**src/hdl/move_to_front_list_engine_macros.svh**
```systemverilog
// ----------------------------------------------------------------------------
// move_to_front_list_engine_macros.svh
// Assertion macros shared by the list engine RTL. Define ASSERT_OFF to drop
// them. Each macro expects clk_i and rst_ni in scope.
// ----------------------------------------------------------------------------
`ifndef MOVE_TO_FRONT_LIST_ENGINE_MACROS_SVH
`define MOVE_TO_FRONT_LIST_ENGINE_MACROS_SVH
`ifndef ASSERT_OFF
// Property holds at every edge outside reset.
`define MTF_ASSERT(lbl, prop, msg) \
  lbl: assert property (@(posedge clk_i) disable iff (!rst_ni) (prop)) else $error(msg);
// Condition in one cycle implies a consequence in the next.
`define MTF_ASSERT_NEXT(lbl, pre, post, msg) \
  lbl: assert property (@(posedge clk_i) disable iff (!rst_ni) (pre) |=> (post)) \
    else $error(msg);
`else
`define MTF_ASSERT(lbl, prop, msg)
`define MTF_ASSERT_NEXT(lbl, pre, post, msg)
`endif
`endif

```
**src/hdl/mtf_pkg.sv**
```systemverilog
// ----------------------------------------------------------------------------
// mtf_pkg
// Shared types, codes and constants of the move-to-front list engine.
// ----------------------------------------------------------------------------
package mtf_pkg;

  localparam int unsigned MTF_DEPTH = 16;
  localparam int unsigned OP_W      = 3;
  localparam int unsigned VAL_W     = 32;
  localparam int unsigned STATUS_W  = 2;
  localparam int unsigned POS_W     = 4;
  localparam int unsigned COUNT_W   = 5;

  typedef enum logic [OP_W-1:0] {
    OP_INS_FRONT = 3'd0,
    OP_INS_BACK  = 3'd1,
    OP_REM_FRONT = 3'd2,
    OP_REM_VALUE = 3'd3,
    OP_SEARCH    = 3'd4,
    OP_MOVE_FRONT = 3'd5
  } op_e;

  typedef enum logic [STATUS_W-1:0] {
    ST_OK       = 2'd0,
    ST_FULL     = 2'd1,
    ST_EMPTY    = 2'd2,
    ST_NOTFOUND = 2'd3
  } status_e;

  // Controller -> datapath commands
  typedef struct packed {
    logic    load;         // capture a new transaction
    logic    push_front;   // write value ahead of head
    logic    push_back;    // write value after the tail
    logic    read_front;   // issue a read of the head entry
    logic    take_front;   // pop the head, keep its data
    logic    scan_start;   // clear scan pointer
    logic    scan;         // one scan step
    logic    found;        // record the match index
    logic    shift_start;  // load shift pointer from match index
    logic    shift;        // one shift step
    logic    tail_remove;  // drop the head slot after a shift
    logic    tail_front;   // write value into the head slot
    logic    set_status;
    status_e status;
    logic    emit;         // load output register
  } cmd_t;

  // Datapath -> controller status
  typedef struct packed {
    logic [OP_W-1:0] op;
    logic            full;
    logic            empty;
    logic            hit;
    logic            miss;
    logic            shift_done;
  } sts_t;

endpackage

```
**src/hdl/mtf_ram.sv**
```systemverilog
// ----------------------------------------------------------------------------
// mtf_ram
// Generic simple dual-port RAM, one write and one registered read port.
// ----------------------------------------------------------------------------
module mtf_ram #(
  parameter int unsigned WIDTH = 32,
  parameter int unsigned DEPTH = 16,
  parameter int unsigned ADDR_W = (DEPTH > 1) ? $clog2(DEPTH) : 1
) (
  input  logic              clk_i,
  input  logic              we_i,
  input  logic [ADDR_W-1:0] waddr_i,
  input  logic [WIDTH-1:0]  wdata_i,
  input  logic [ADDR_W-1:0] raddr_i,
  output logic [WIDTH-1:0]  rdata_o
);

  logic [WIDTH-1:0] mem_q [DEPTH];

  always_ff @(posedge clk_i) begin
    if (we_i) begin
      mem_q[waddr_i] <= wdata_i;
    end
    rdata_o <= mem_q[raddr_i];
  end

endmodule

```
**src/hdl/mtf_dpath.sv**
```systemverilog
// ----------------------------------------------------------------------------
// mtf_dpath
// List storage as a circular buffer in RAM, head/length, scan and shift
// pointers, result and output registers.
// ----------------------------------------------------------------------------
`include "move_to_front_list_engine_macros.svh"

module mtf_dpath import mtf_pkg::*; #(
  parameter int unsigned DEPTH = MTF_DEPTH
) (
  input  logic                       clk_i,
  input  logic                       rst_ni,
  input  logic [OP_W-1:0]            operation_i,
  input  logic signed [VAL_W-1:0]    value_i,
  input  cmd_t                       cmd_i,
  output sts_t                       sts_o,
  output logic [STATUS_W-1:0]        status_o,
  output logic signed [VAL_W-1:0]    removed_value_o,
  output logic [POS_W-1:0]           position_o,
  output logic [COUNT_W-1:0]         entry_count_o
);

  localparam int unsigned IDX_W = (DEPTH > 1) ? $clog2(DEPTH) : 1;
  localparam int unsigned CNT_W = $clog2(DEPTH + 1);
  localparam logic [IDX_W:0]   DEPTH_EXT = (IDX_W + 1)'(DEPTH);
  localparam logic [IDX_W-1:0] LAST_IDX  = IDX_W'(DEPTH - 1);
  localparam logic [CNT_W-1:0] LEN_MAX   = CNT_W'(DEPTH);

  // physical slot of a logical offset from head
  function automatic logic [IDX_W-1:0] wrap_add(input logic [IDX_W-1:0] base,
                                                input logic [IDX_W-1:0] off);
    logic [IDX_W:0] sum;
    sum = {1'b0, base} + {1'b0, off};
    if (sum >= DEPTH_EXT) begin
      sum = sum - DEPTH_EXT;
    end
    return sum[IDX_W-1:0];
  endfunction

  logic [IDX_W-1:0] head_q;
  logic [CNT_W-1:0] len_q;
  logic [CNT_W-1:0] idx_q;
  logic [CNT_W-1:0] pidx_q;
  logic             pend_q;

  logic [OP_W-1:0]  op_q;
  logic [VAL_W-1:0] value_q;
  logic [CNT_W-1:0] pos_q;
  logic [VAL_W-1:0] removed_q;
  status_e          stat_q;

  logic [IDX_W-1:0] head_dec;
  logic [IDX_W-1:0] head_inc;
  logic [CNT_W-1:0] idx_m1;
  logic [CNT_W-1:0] pidx_p1;

  logic             ram_we;
  logic [IDX_W-1:0] ram_waddr;
  logic [VAL_W-1:0] ram_wdata;
  logic [IDX_W-1:0] ram_raddr;
  logic [VAL_W-1:0] ram_rdata;

  logic             hit;
  logic             miss;

  logic [CNT_W+POS_W-1:0]   pos_wide;
  logic [CNT_W+COUNT_W-1:0] cnt_wide;

  assign head_dec = (head_q == '0) ? LAST_IDX : head_q - 1'b1;
  assign head_inc = wrap_add(head_q, IDX_W'(1));
  assign idx_m1   = idx_q - 1'b1;
  assign pidx_p1  = pidx_q + 1'b1;

  assign hit  = pend_q && (ram_rdata == value_q);
  assign miss = pend_q && (ram_rdata != value_q) && (pidx_p1 == len_q);

  assign sts_o.op         = op_q;
  assign sts_o.full       = (len_q == LEN_MAX);
  assign sts_o.empty      = (len_q == '0);
  assign sts_o.hit        = hit;
  assign sts_o.miss       = miss;
  assign sts_o.shift_done = (idx_q == '0) && !pend_q;

  always_comb begin
    ram_raddr = wrap_add(head_q, idx_q[IDX_W-1:0]);
    priority if (cmd_i.read_front) begin
      ram_raddr = head_q;
    end else if (cmd_i.shift) begin
      ram_raddr = wrap_add(head_q, idx_m1[IDX_W-1:0]);
    end else begin
      ram_raddr = wrap_add(head_q, idx_q[IDX_W-1:0]);
    end
  end

  always_comb begin
    ram_we    = 1'b0;
    ram_waddr = head_q;
    ram_wdata = value_q;
    priority if (cmd_i.push_front) begin
      ram_we    = 1'b1;
      ram_waddr = head_dec;
    end else if (cmd_i.push_back) begin
      ram_we    = 1'b1;
      ram_waddr = wrap_add(head_q, len_q[IDX_W-1:0]);
    end else if (cmd_i.shift && pend_q) begin
      ram_we    = 1'b1;
      ram_waddr = wrap_add(head_q, pidx_q[IDX_W-1:0]);
      ram_wdata = ram_rdata;
    end else if (cmd_i.tail_front) begin
      ram_we    = 1'b1;
      ram_waddr = head_q;
    end else begin
      ram_we    = 1'b0;
    end
  end

  mtf_ram #(
    .WIDTH (VAL_W),
    .DEPTH (DEPTH),
    .ADDR_W(IDX_W)
  ) u_list_ram (
    .clk_i  (clk_i),
    .we_i   (ram_we),
    .waddr_i(ram_waddr),
    .wdata_i(ram_wdata),
    .raddr_i(ram_raddr),
    .rdata_o(ram_rdata)
  );

  // list bookkeeping and walk pointers
  always_ff @(posedge clk_i or negedge rst_ni) begin
    if (!rst_ni) begin
      head_q <= '0;
      len_q  <= '0;
      idx_q  <= '0;
      pidx_q <= '0;
      pend_q <= 1'b0;
    end else begin
      priority if (cmd_i.load) begin
        pend_q <= 1'b0;
      end else if (cmd_i.push_front) begin
        head_q <= head_dec;
        len_q  <= len_q + 1'b1;
      end else if (cmd_i.push_back) begin
        len_q  <= len_q + 1'b1;
      end else if (cmd_i.take_front || cmd_i.tail_remove) begin
        head_q <= head_inc;
        len_q  <= len_q - 1'b1;
      end else if (cmd_i.scan_start) begin
        idx_q  <= '0;
        pend_q <= 1'b0;
      end else if (cmd_i.shift_start) begin
        idx_q  <= pidx_q;
        pend_q <= 1'b0;
      end else if (cmd_i.scan) begin
        if (idx_q < len_q) begin
          idx_q  <= idx_q + 1'b1;
          pidx_q <= idx_q;
          pend_q <= 1'b1;
        end else begin
          pend_q <= 1'b0;
        end
      end else if (cmd_i.shift) begin
        if (idx_q != '0) begin
          idx_q  <= idx_m1;
          pidx_q <= idx_q;
          pend_q <= 1'b1;
        end else begin
          pend_q <= 1'b0;
        end
      end else begin
        pend_q <= pend_q;
      end
    end
  end

  assign pos_wide = {{POS_W{1'b0}}, pos_q};
  assign cnt_wide = {{COUNT_W{1'b0}}, len_q};

  // transaction operands, results, output register
  always_ff @(posedge clk_i) begin
    if (cmd_i.load) begin
      op_q      <= operation_i;
      value_q   <= value_i;
      pos_q     <= '0;
      removed_q <= '0;
      stat_q    <= ST_OK;
    end
    if (cmd_i.set_status) begin
      stat_q <= cmd_i.status;
    end
    if (cmd_i.found) begin
      pos_q <= pidx_q;
    end
    if (cmd_i.take_front) begin
      removed_q <= ram_rdata;
    end
    if (cmd_i.emit) begin
      status_o        <= stat_q;
      removed_value_o <= removed_q;
      position_o      <= pos_wide[POS_W-1:0];
      entry_count_o   <= cnt_wide[COUNT_W-1:0];
    end
  end

  `MTF_ASSERT(a_len_bound, len_q <= LEN_MAX, "list length above depth")
  `MTF_ASSERT(a_match_in_list, !(cmd_i.found && pidx_q >= len_q), "match beyond tail")
  `MTF_ASSERT_NEXT(a_insert_grows, cmd_i.push_front || cmd_i.push_back, len_q == $past(len_q) + 1'b1, "insert did not grow list")

endmodule

```
**src/hdl/mtf_ctrl.sv**
```systemverilog
// ----------------------------------------------------------------------------
// mtf_ctrl
// Sequencer: decodes each transaction and steps the datapath through
// insert, pop, scan and shift phases, then hands the result out.
// ----------------------------------------------------------------------------
module mtf_ctrl import mtf_pkg::*; (
  input  logic clk_i,
  input  logic rst_ni,
  input  logic in_valid_i,
  output logic in_stall_o,
  output logic out_valid_o,
  input  logic out_stall_i,
  input  sts_t sts_i,
  output cmd_t cmd_o
);

  typedef enum logic [2:0] {
    S_IDLE,
    S_DECODE,
    S_FRONT,
    S_SCAN,
    S_SHIFT,
    S_FINISH
  } state_e;

  state_e state_q, state_d;
  logic   out_valid_q, out_valid_d;

  assign in_stall_o  = (state_q != S_IDLE);
  assign out_valid_o = out_valid_q;

  always_comb begin
    cmd_o   = '0;
    state_d = state_q;
    unique case (state_q)
      S_IDLE: begin
        if (in_valid_i) begin
          cmd_o.load = 1'b1;
          state_d    = S_DECODE;
        end
      end
      S_DECODE: begin
        state_d = S_FINISH;
        unique case (op_e'(sts_i.op))
          OP_INS_FRONT: begin
            if (sts_i.full) begin
              cmd_o.set_status = 1'b1;
              cmd_o.status     = ST_FULL;
            end else begin
              cmd_o.push_front = 1'b1;
            end
          end
          OP_INS_BACK: begin
            if (sts_i.full) begin
              cmd_o.set_status = 1'b1;
              cmd_o.status     = ST_FULL;
            end else begin
              cmd_o.push_back = 1'b1;
            end
          end
          OP_REM_FRONT: begin
            if (sts_i.empty) begin
              cmd_o.set_status = 1'b1;
              cmd_o.status     = ST_EMPTY;
            end else begin
              cmd_o.read_front = 1'b1;
              state_d          = S_FRONT;
            end
          end
          OP_REM_VALUE, OP_SEARCH, OP_MOVE_FRONT: begin
            if (sts_i.empty) begin
              cmd_o.set_status = 1'b1;
              cmd_o.status     = ST_NOTFOUND;
            end else begin
              cmd_o.scan_start = 1'b1;
              state_d          = S_SCAN;
            end
          end
          default: state_d = S_FINISH;
        endcase
      end
      S_FRONT: begin
        cmd_o.take_front = 1'b1;
        state_d          = S_FINISH;
      end
      S_SCAN: begin
        priority if (sts_i.hit) begin
          cmd_o.found = 1'b1;
          if (op_e'(sts_i.op) == OP_SEARCH) begin
            state_d = S_FINISH;
          end else begin
            cmd_o.shift_start = 1'b1;
            state_d           = S_SHIFT;
          end
        end else if (sts_i.miss) begin
          cmd_o.set_status = 1'b1;
          cmd_o.status     = ST_NOTFOUND;
          state_d          = S_FINISH;
        end else begin
          cmd_o.scan = 1'b1;
        end
      end
      S_SHIFT: begin
        if (sts_i.shift_done) begin
          if (op_e'(sts_i.op) == OP_MOVE_FRONT) begin
            cmd_o.tail_front = 1'b1;
          end else begin
            cmd_o.tail_remove = 1'b1;
          end
          state_d = S_FINISH;
        end else begin
          cmd_o.shift = 1'b1;
        end
      end
      S_FINISH: begin
        if (!out_valid_q || !out_stall_i) begin
          cmd_o.emit = 1'b1;
          state_d    = S_IDLE;
        end
      end
      default: state_d = S_IDLE;
    endcase
  end

  always_comb begin
    priority if (cmd_o.emit) begin
      out_valid_d = 1'b1;
    end else if (out_stall_i) begin
      out_valid_d = out_valid_q;
    end else begin
      out_valid_d = 1'b0;
    end
  end

  always_ff @(posedge clk_i or negedge rst_ni) begin
    if (!rst_ni) begin
      state_q     <= S_IDLE;
      out_valid_q <= 1'b0;
    end else begin
      state_q     <= state_d;
      out_valid_q <= out_valid_d;
    end
  end

endmodule

```
**src/hdl/move_to_front_list_engine.sv**
```systemverilog
// ----------------------------------------------------------------------------
// move_to_front_list_engine: self-organizing list, one status per transaction
// Flow: one transaction in flight; the next is accepted the cycle after the
//   result is loaded into the output register.
// Reset: asynchronous, empties the list; no RAM clearing pass is needed.
// ----------------------------------------------------------------------------
module move_to_front_list_engine import mtf_pkg::*; #(
  parameter int unsigned DEPTH = MTF_DEPTH
) (
  input  logic                    clk_i,
  input  logic                    rst_ni,
  // request channel
  input  logic                    in_valid_i,
  output logic                    in_stall_o,
  input  logic [OP_W-1:0]         operation_i,
  input  logic signed [VAL_W-1:0] value_i,
  // result channel
  output logic                    out_valid_o,
  input  logic                    out_stall_i,
  output logic [STATUS_W-1:0]     status_o,
  output logic signed [VAL_W-1:0] removed_value_o,
  output logic [POS_W-1:0]        position_o,
  output logic [COUNT_W-1:0]      entry_count_o
);

  // The list is a circular buffer in RAM: head points at entry 0, so
  // insert front, insert back and remove front are a single RAM access.
  // Remove value and move to front scan from the head for the first match,
  // then shift the entries ahead of it back by one slot, walking toward
  // the head. Removal then drops the head slot; move to front overwrites
  // it with the matched value. Failed operations never touch the list.
  //
  // The result sits in an output register, so a new transaction is taken
  // while the previous result still waits on out_stall_i.

  cmd_t cmd;
  sts_t sts;

  mtf_ctrl u_ctrl (
    .clk_i      (clk_i),
    .rst_ni     (rst_ni),
    .in_valid_i (in_valid_i),
    .in_stall_o (in_stall_o),
    .out_valid_o(out_valid_o),
    .out_stall_i(out_stall_i),
    .sts_i      (sts),
    .cmd_o      (cmd)
  );

  mtf_dpath #(
    .DEPTH(DEPTH)
  ) u_dpath (
    .clk_i          (clk_i),
    .rst_ni         (rst_ni),
    .operation_i    (operation_i),
    .value_i        (value_i),
    .cmd_i          (cmd),
    .sts_o          (sts),
    .status_o       (status_o),
    .removed_value_o(removed_value_o),
    .position_o     (position_o),
    .entry_count_o  (entry_count_o)
  );

endmodule
```
**config.mk**
```make
export PLATFORM = sky130hd
export DESIGN_NAME = move_to_front_list_engine
export DESIGN_NICKNAME = d
export VERILOG_FILES = /design/src/hdl/mtf_pkg.sv /design/src/hdl/mtf_ram.sv /design/src/hdl/mtf_dpath.sv /design/src/hdl/mtf_ctrl.sv /design/src/hdl/move_to_front_list_engine.sv
export VERILOG_INCLUDE_DIRS = /design/src /design/src/hdl
export SDC_FILE = /design/constraint.sdc
export NUM_CORES = 1
export LEC_CHECK = 0
export ABC_AREA = 1
export BUFFER_PORTS_ARGS = -buffer_cell sky130_fd_sc_hd__buf_2
export CORE_MARGIN = 1
export CORE_UTILIZATION = 62
export CTS_BUF_LIST = sky130_fd_sc_hd__clkbuf_8 sky130_fd_sc_hd__clkbuf_16
export DETAILED_ROUTE_END_ITERATION = 12
export GPL_TIMING_DRIVEN = 0
export PLACE_DENSITY = 0.79
export SKIP_CTS_REPAIR_TIMING = 1
export SLEW_MARGIN = 20
export SYNTH_ARGS = -nofsm -noshare
export SYNTH_HDL_FRONTEND = slang
export SYNTH_SLANG_ARGS = --single-unit
```
**constraint.sdc**
```tcl
create_clock -name clk_i -period 4.7 [get_ports clk_i]
set_clock_uncertainty 0.15 [all_clocks]
set_input_delay 0.705 -clock clk_i [delete_from_list [all_inputs] [get_ports clk_i]]
set_output_delay 0.705 -clock clk_i [all_outputs]
set_load 0.005 [all_outputs]
```
==> out/summary.log <==
qor: floorplan.die-area 47000 um^2
qor: timing.shortest_clock_period_the_worst_path_allows_after_layout 4.57 ns
qor: cells_and_area.seqCellArea 20100 um^2
qor: drt.detailedRoute.firstIterationViolations 2726
qor: timing.worstMarginPinSlew 1.09 ns
qor: cells_and_area.fin_nets 2497
qor: timing.max_freq 219 MHz
qor: worst_hold_path.min_delay_worst_endpoint u_dpath.op_q[2]
qor: floorplan.floorplan.die.height 217 um
qor: cells_and_area.fraction_of_layout_instances_using_a_drive_strength_above_1 17.0%
qor: placed_design.gp_congestion 0.901
qor: global_routing.grt_overflow_total 0
qor: setup_path.worst-endpoint-arrival 4.84 ns
qor: setup_path.maximum_net_fanout_on_the_critical_path 10
qor: setup_path.reg2reg_slack 0.13 ns
qor: timing.rsz_0062_raised_after_global_routing false
qor: floorplan.core_area 45500 um^2
qor: worst_hold_path.holdPathStages 1
qor: setup_path.start_kind flop
qor: timing.setup_viol 0
qor: setup_path.r2r_start u_dpath.idx_q[0]
qor: global_routing.grt_antenna_before_repair 3
qor: clock_tree.clkLatencyLatePin 0.61 ns
qor: clock_tree.numCtsBuffers 69
qor: drt.route.antenna.remaining_nets 0
qor: timing.timing.slew.headroom 27.1%
qor: cells_and_area.num_antenna_cells 0
qor: timing.hold_slack 0.128 ns
qor: drt.vias 19500
qor: floorplan.placementRows 78
qor: cells_and_area.finish.instance_area 32900 um^2
qor: clock_tree.max-clock-path-buffers 3
qor: cells_and_area.fillerInstances 2873
qor: global_routing.grt_first_pass_wirelength 116 mm
qor: global_routing.grt_pass1_vias 19000
qor: placed_design.dpl.hpwl 53.1 mm
qor: drt.post_drt_wl_per_cell 25.4 um
qor: placed_design.portbufs 83
qor: yosys.synth.avg_cell_area 12.8 um^2
qor: yosys.postSynthNetCount 2309
qor: timing.period_share 97.2%
qor: setup_path.r2r_cells 18
qor: cells_and_area.commonest_non_fill_non_tap_cells_in_the_layout sky130_fd_sc_hd__edfxtp_1, sky130_fd_sc_hd__o211ai_1, sky130_fd_sc_hd__nand2_1, sky130_fd_sc_hd__nor2_1, sky130_fd_sc_hd__o21ai_0
qor: timing.drv_slew 0
qor: floorplan.effective_utilization_at_floorplan 62.9%
qor: drt.vias_per_cell 6.34
qor: cells_and_area.syn_to_final_growth 15.1%
qor: setup_path.criticalPathCategory reg -> reg
qor: clock_tree.cts_sinks 684
qor: cells_and_area.multi_input_comb_area 7570 um^2
qor: placed_design.place.detailed.instances 2960
qor: drt.remaining_design_rule_violation_count 0
qor: setup_path.critical_path_required 4.97 ns
qor: setup_path.startpoint u_dpath.idx_q[0]
qor: yosys.synth_cell_area 28600 um^2
qor: clock_tree.clk_root_buffer_cell sky130_fd_sc_hd__clkbuf_16
qor: placed_design.post_dp_area 30500 um^2
qor: floorplan.dieWidth 217 um
qor: flow_run.max_cap_viol_count 0
qor: drt.final_routed_wirelength 78.3 mm
qor: timing.finalHoldViolations 0
qor: yosys.yosys_warnings 0
qor: worst_hold_path.startpoint_of_the_worst_hold_path operation_i[2]
qor: global_routing.grtUsageTotal 34.0%
qor: yosys.synth.yosys.seq_area_share 70.2%
qor: clock_tree.clk_pin_slew_worst_paths 0.07 ns
qor: floorplan.boundaryPins 84
qor: setup_path.worst_flop_to_flop_path_endpoint u_dpath.u_list_ram.rdata_o[26]
qor: yosys.synth-seq-cells 684
qor: clock_tree.cts-htree-levels 3
qor: clock_tree.cts_tree done
qor: outcome.outcome complete, no violations
qor: cells_and_area.layout.cells.most_common sky130_fd_sc_hd__edfxtp_1
qor: global_routing.grt_start_max_net_pins 33
qor: drt.drtPass1Iterations 8
qor: setup_path.cp-end-kind flop
qor: yosys.yosys.cell_types.count 50
qor: yosys.syn-instance-count 2244
qor: cells_and_area.finish.cell_count_without_fillers 3084
qor: worst_hold_path.min-delay-path-class in -> reg
## worst max-delay path by stage
stage and to:
2_1_floorplan u_dpath.removed_q[0], 3_3_place_gp u_dpath.u_list_ram.mem_q[3][19], 5_1_grt u_dpath.u_list_ram.rdata_o[0], 3_5_place_dp u_dpath.u_list_ram.rdata_o[0], 4_1_cts u_dpath.u_list_ram.rdata_o[28], 6_report u_dpath.u_list_ram.rdata_o[26]
## per-layer routing
metal  up-vias  GRT usage (%)  routed length, um
met5         -              0                  0
met4         0           13.6               2740
met3       226           8.06               9660
met2      1396           53.5              36400
met1      9398           46.0              29400
li1       8523              -                  -
## sequential cells by signal (all words and copies together) (netlist names)
register                    count
u_ctrl.out_valid_o              1
u_ctrl.state_q                  3
u_dpath.entry_count_o           5
u_dpath.head_q                  4
u_dpath.idx_q                   5
u_dpath.len_q                   5
u_dpath.op_q                    3
u_dpath.pend_q                  1
u_dpath.pidx_q                  5
u_dpath.pos_q                   4
u_dpath.position_o              4
u_dpath.removed_q              32
u_dpath.removed_value_o        32
u_dpath.stat_q                  2
u_dpath.status_o                2
u_dpath.u_list_ram.mem_q      512
u_dpath.u_list_ram.rdata_o     32
u_dpath.value_q                32
## synth_stat cells, drive strengths merged
cell type  count  area share [%]
a21boi         1           0.026
xnor2         19            0.58
nand3         96             1.8
a21oi         14            0.24
a32oi          1           0.031
nor2         246             3.4
buf           89             1.9
dfrtp         24             2.1
o21ai        191             3.4
and2           1           0.022
fa             3            0.21
clkinv         2           0.026
a21o           1           0.026
nor3           6            0.14
o31ai          2           0.052
edfxtp       628              66
o22ai          1           0.022
ha            23             1.0
o211ai       260             6.8
or2          132             2.9
nand4         11            0.28
a31oi          1           0.022
o2111ai        4            0.12
xor2          24            0.87
nand2        267             3.6
dfxtp         32             2.2
a311oi         1           0.031
inv          132             1.7
clkbuf        28            0.40
nand3b         4            0.10
## cell families after synthesis
| group | synth area share, % |
|---|---|
| and+or+nand+nor | 12.3 |
| DFF | 70.2 |
| AOI/OAI and AO/OA | 10.8 |
| buffers and inverters | 4.04 |
| xor gates and xnor gates | 1.45 |
| adders and majority gates | 1.22 |
## layout make-up
| type | count | share of cell area, % |
|---|---|---|
| flip-flops and latches | 684 | 61.0 |
| multi-input cells | 1309 | 23.0 |
| repair buffers | 117 | 2.98 |
| plain buffers | 117 | 1.97 |
| clock buffers | 80 | 5.77 |
| well taps | 600 | 2.28 |
| inverters | 134 | 1.54 |
| clock inverters | 43 | 1.45 |
## stage by stage
stage	utilization, %	setup WS (ns)	TNS, ns
CTS	72.4	0.332	0
floorplan	-	0.774	0
finish	72.4	0.131	0
global placement	65.5	-1.17	-446.43
global route	72.4	0.00847	0
detailed placement	67.1	0.353	0
## worst max-delay path, cell delays in order (launching register included)
cell,delay [ns]
sky130_fd_sc_hd__dfrtp_1,0.46
sky130_fd_sc_hd__inv_1,0.20
sky130_fd_sc_hd__ha_1,0.19
sky130_fd_sc_hd__nand2_2,0.07
sky130_fd_sc_hd__nor2_4,0.15
sky130_fd_sc_hd__nand2_2,0.10
sky130_fd_sc_hd__nand2_4,0.12
sky130_fd_sc_hd__xor2_1,0.21
sky130_fd_sc_hd__ha_1,0.21
sky130_fd_sc_hd__inv_1,0.06
sky130_fd_sc_hd__fa_1,0.39
sky130_fd_sc_hd__xor2_1,0.16
sky130_fd_sc_hd__nand2_1,0.06
sky130_fd_sc_hd__o21ai_0,0.15
sky130_fd_sc_hd__inv_2,0.33
sky130_fd_sc_hd__clkbuf_1,0.79
sky130_fd_sc_hd__o211ai_1,0.26
sky130_fd_sc_hd__nand3_1,0.15
sky130_fd_sc_hd__nand2_1,0.16
Power is not shown: default switching activity piles up to over one toggle a cycle in this logic, so the estimate is an artifact.
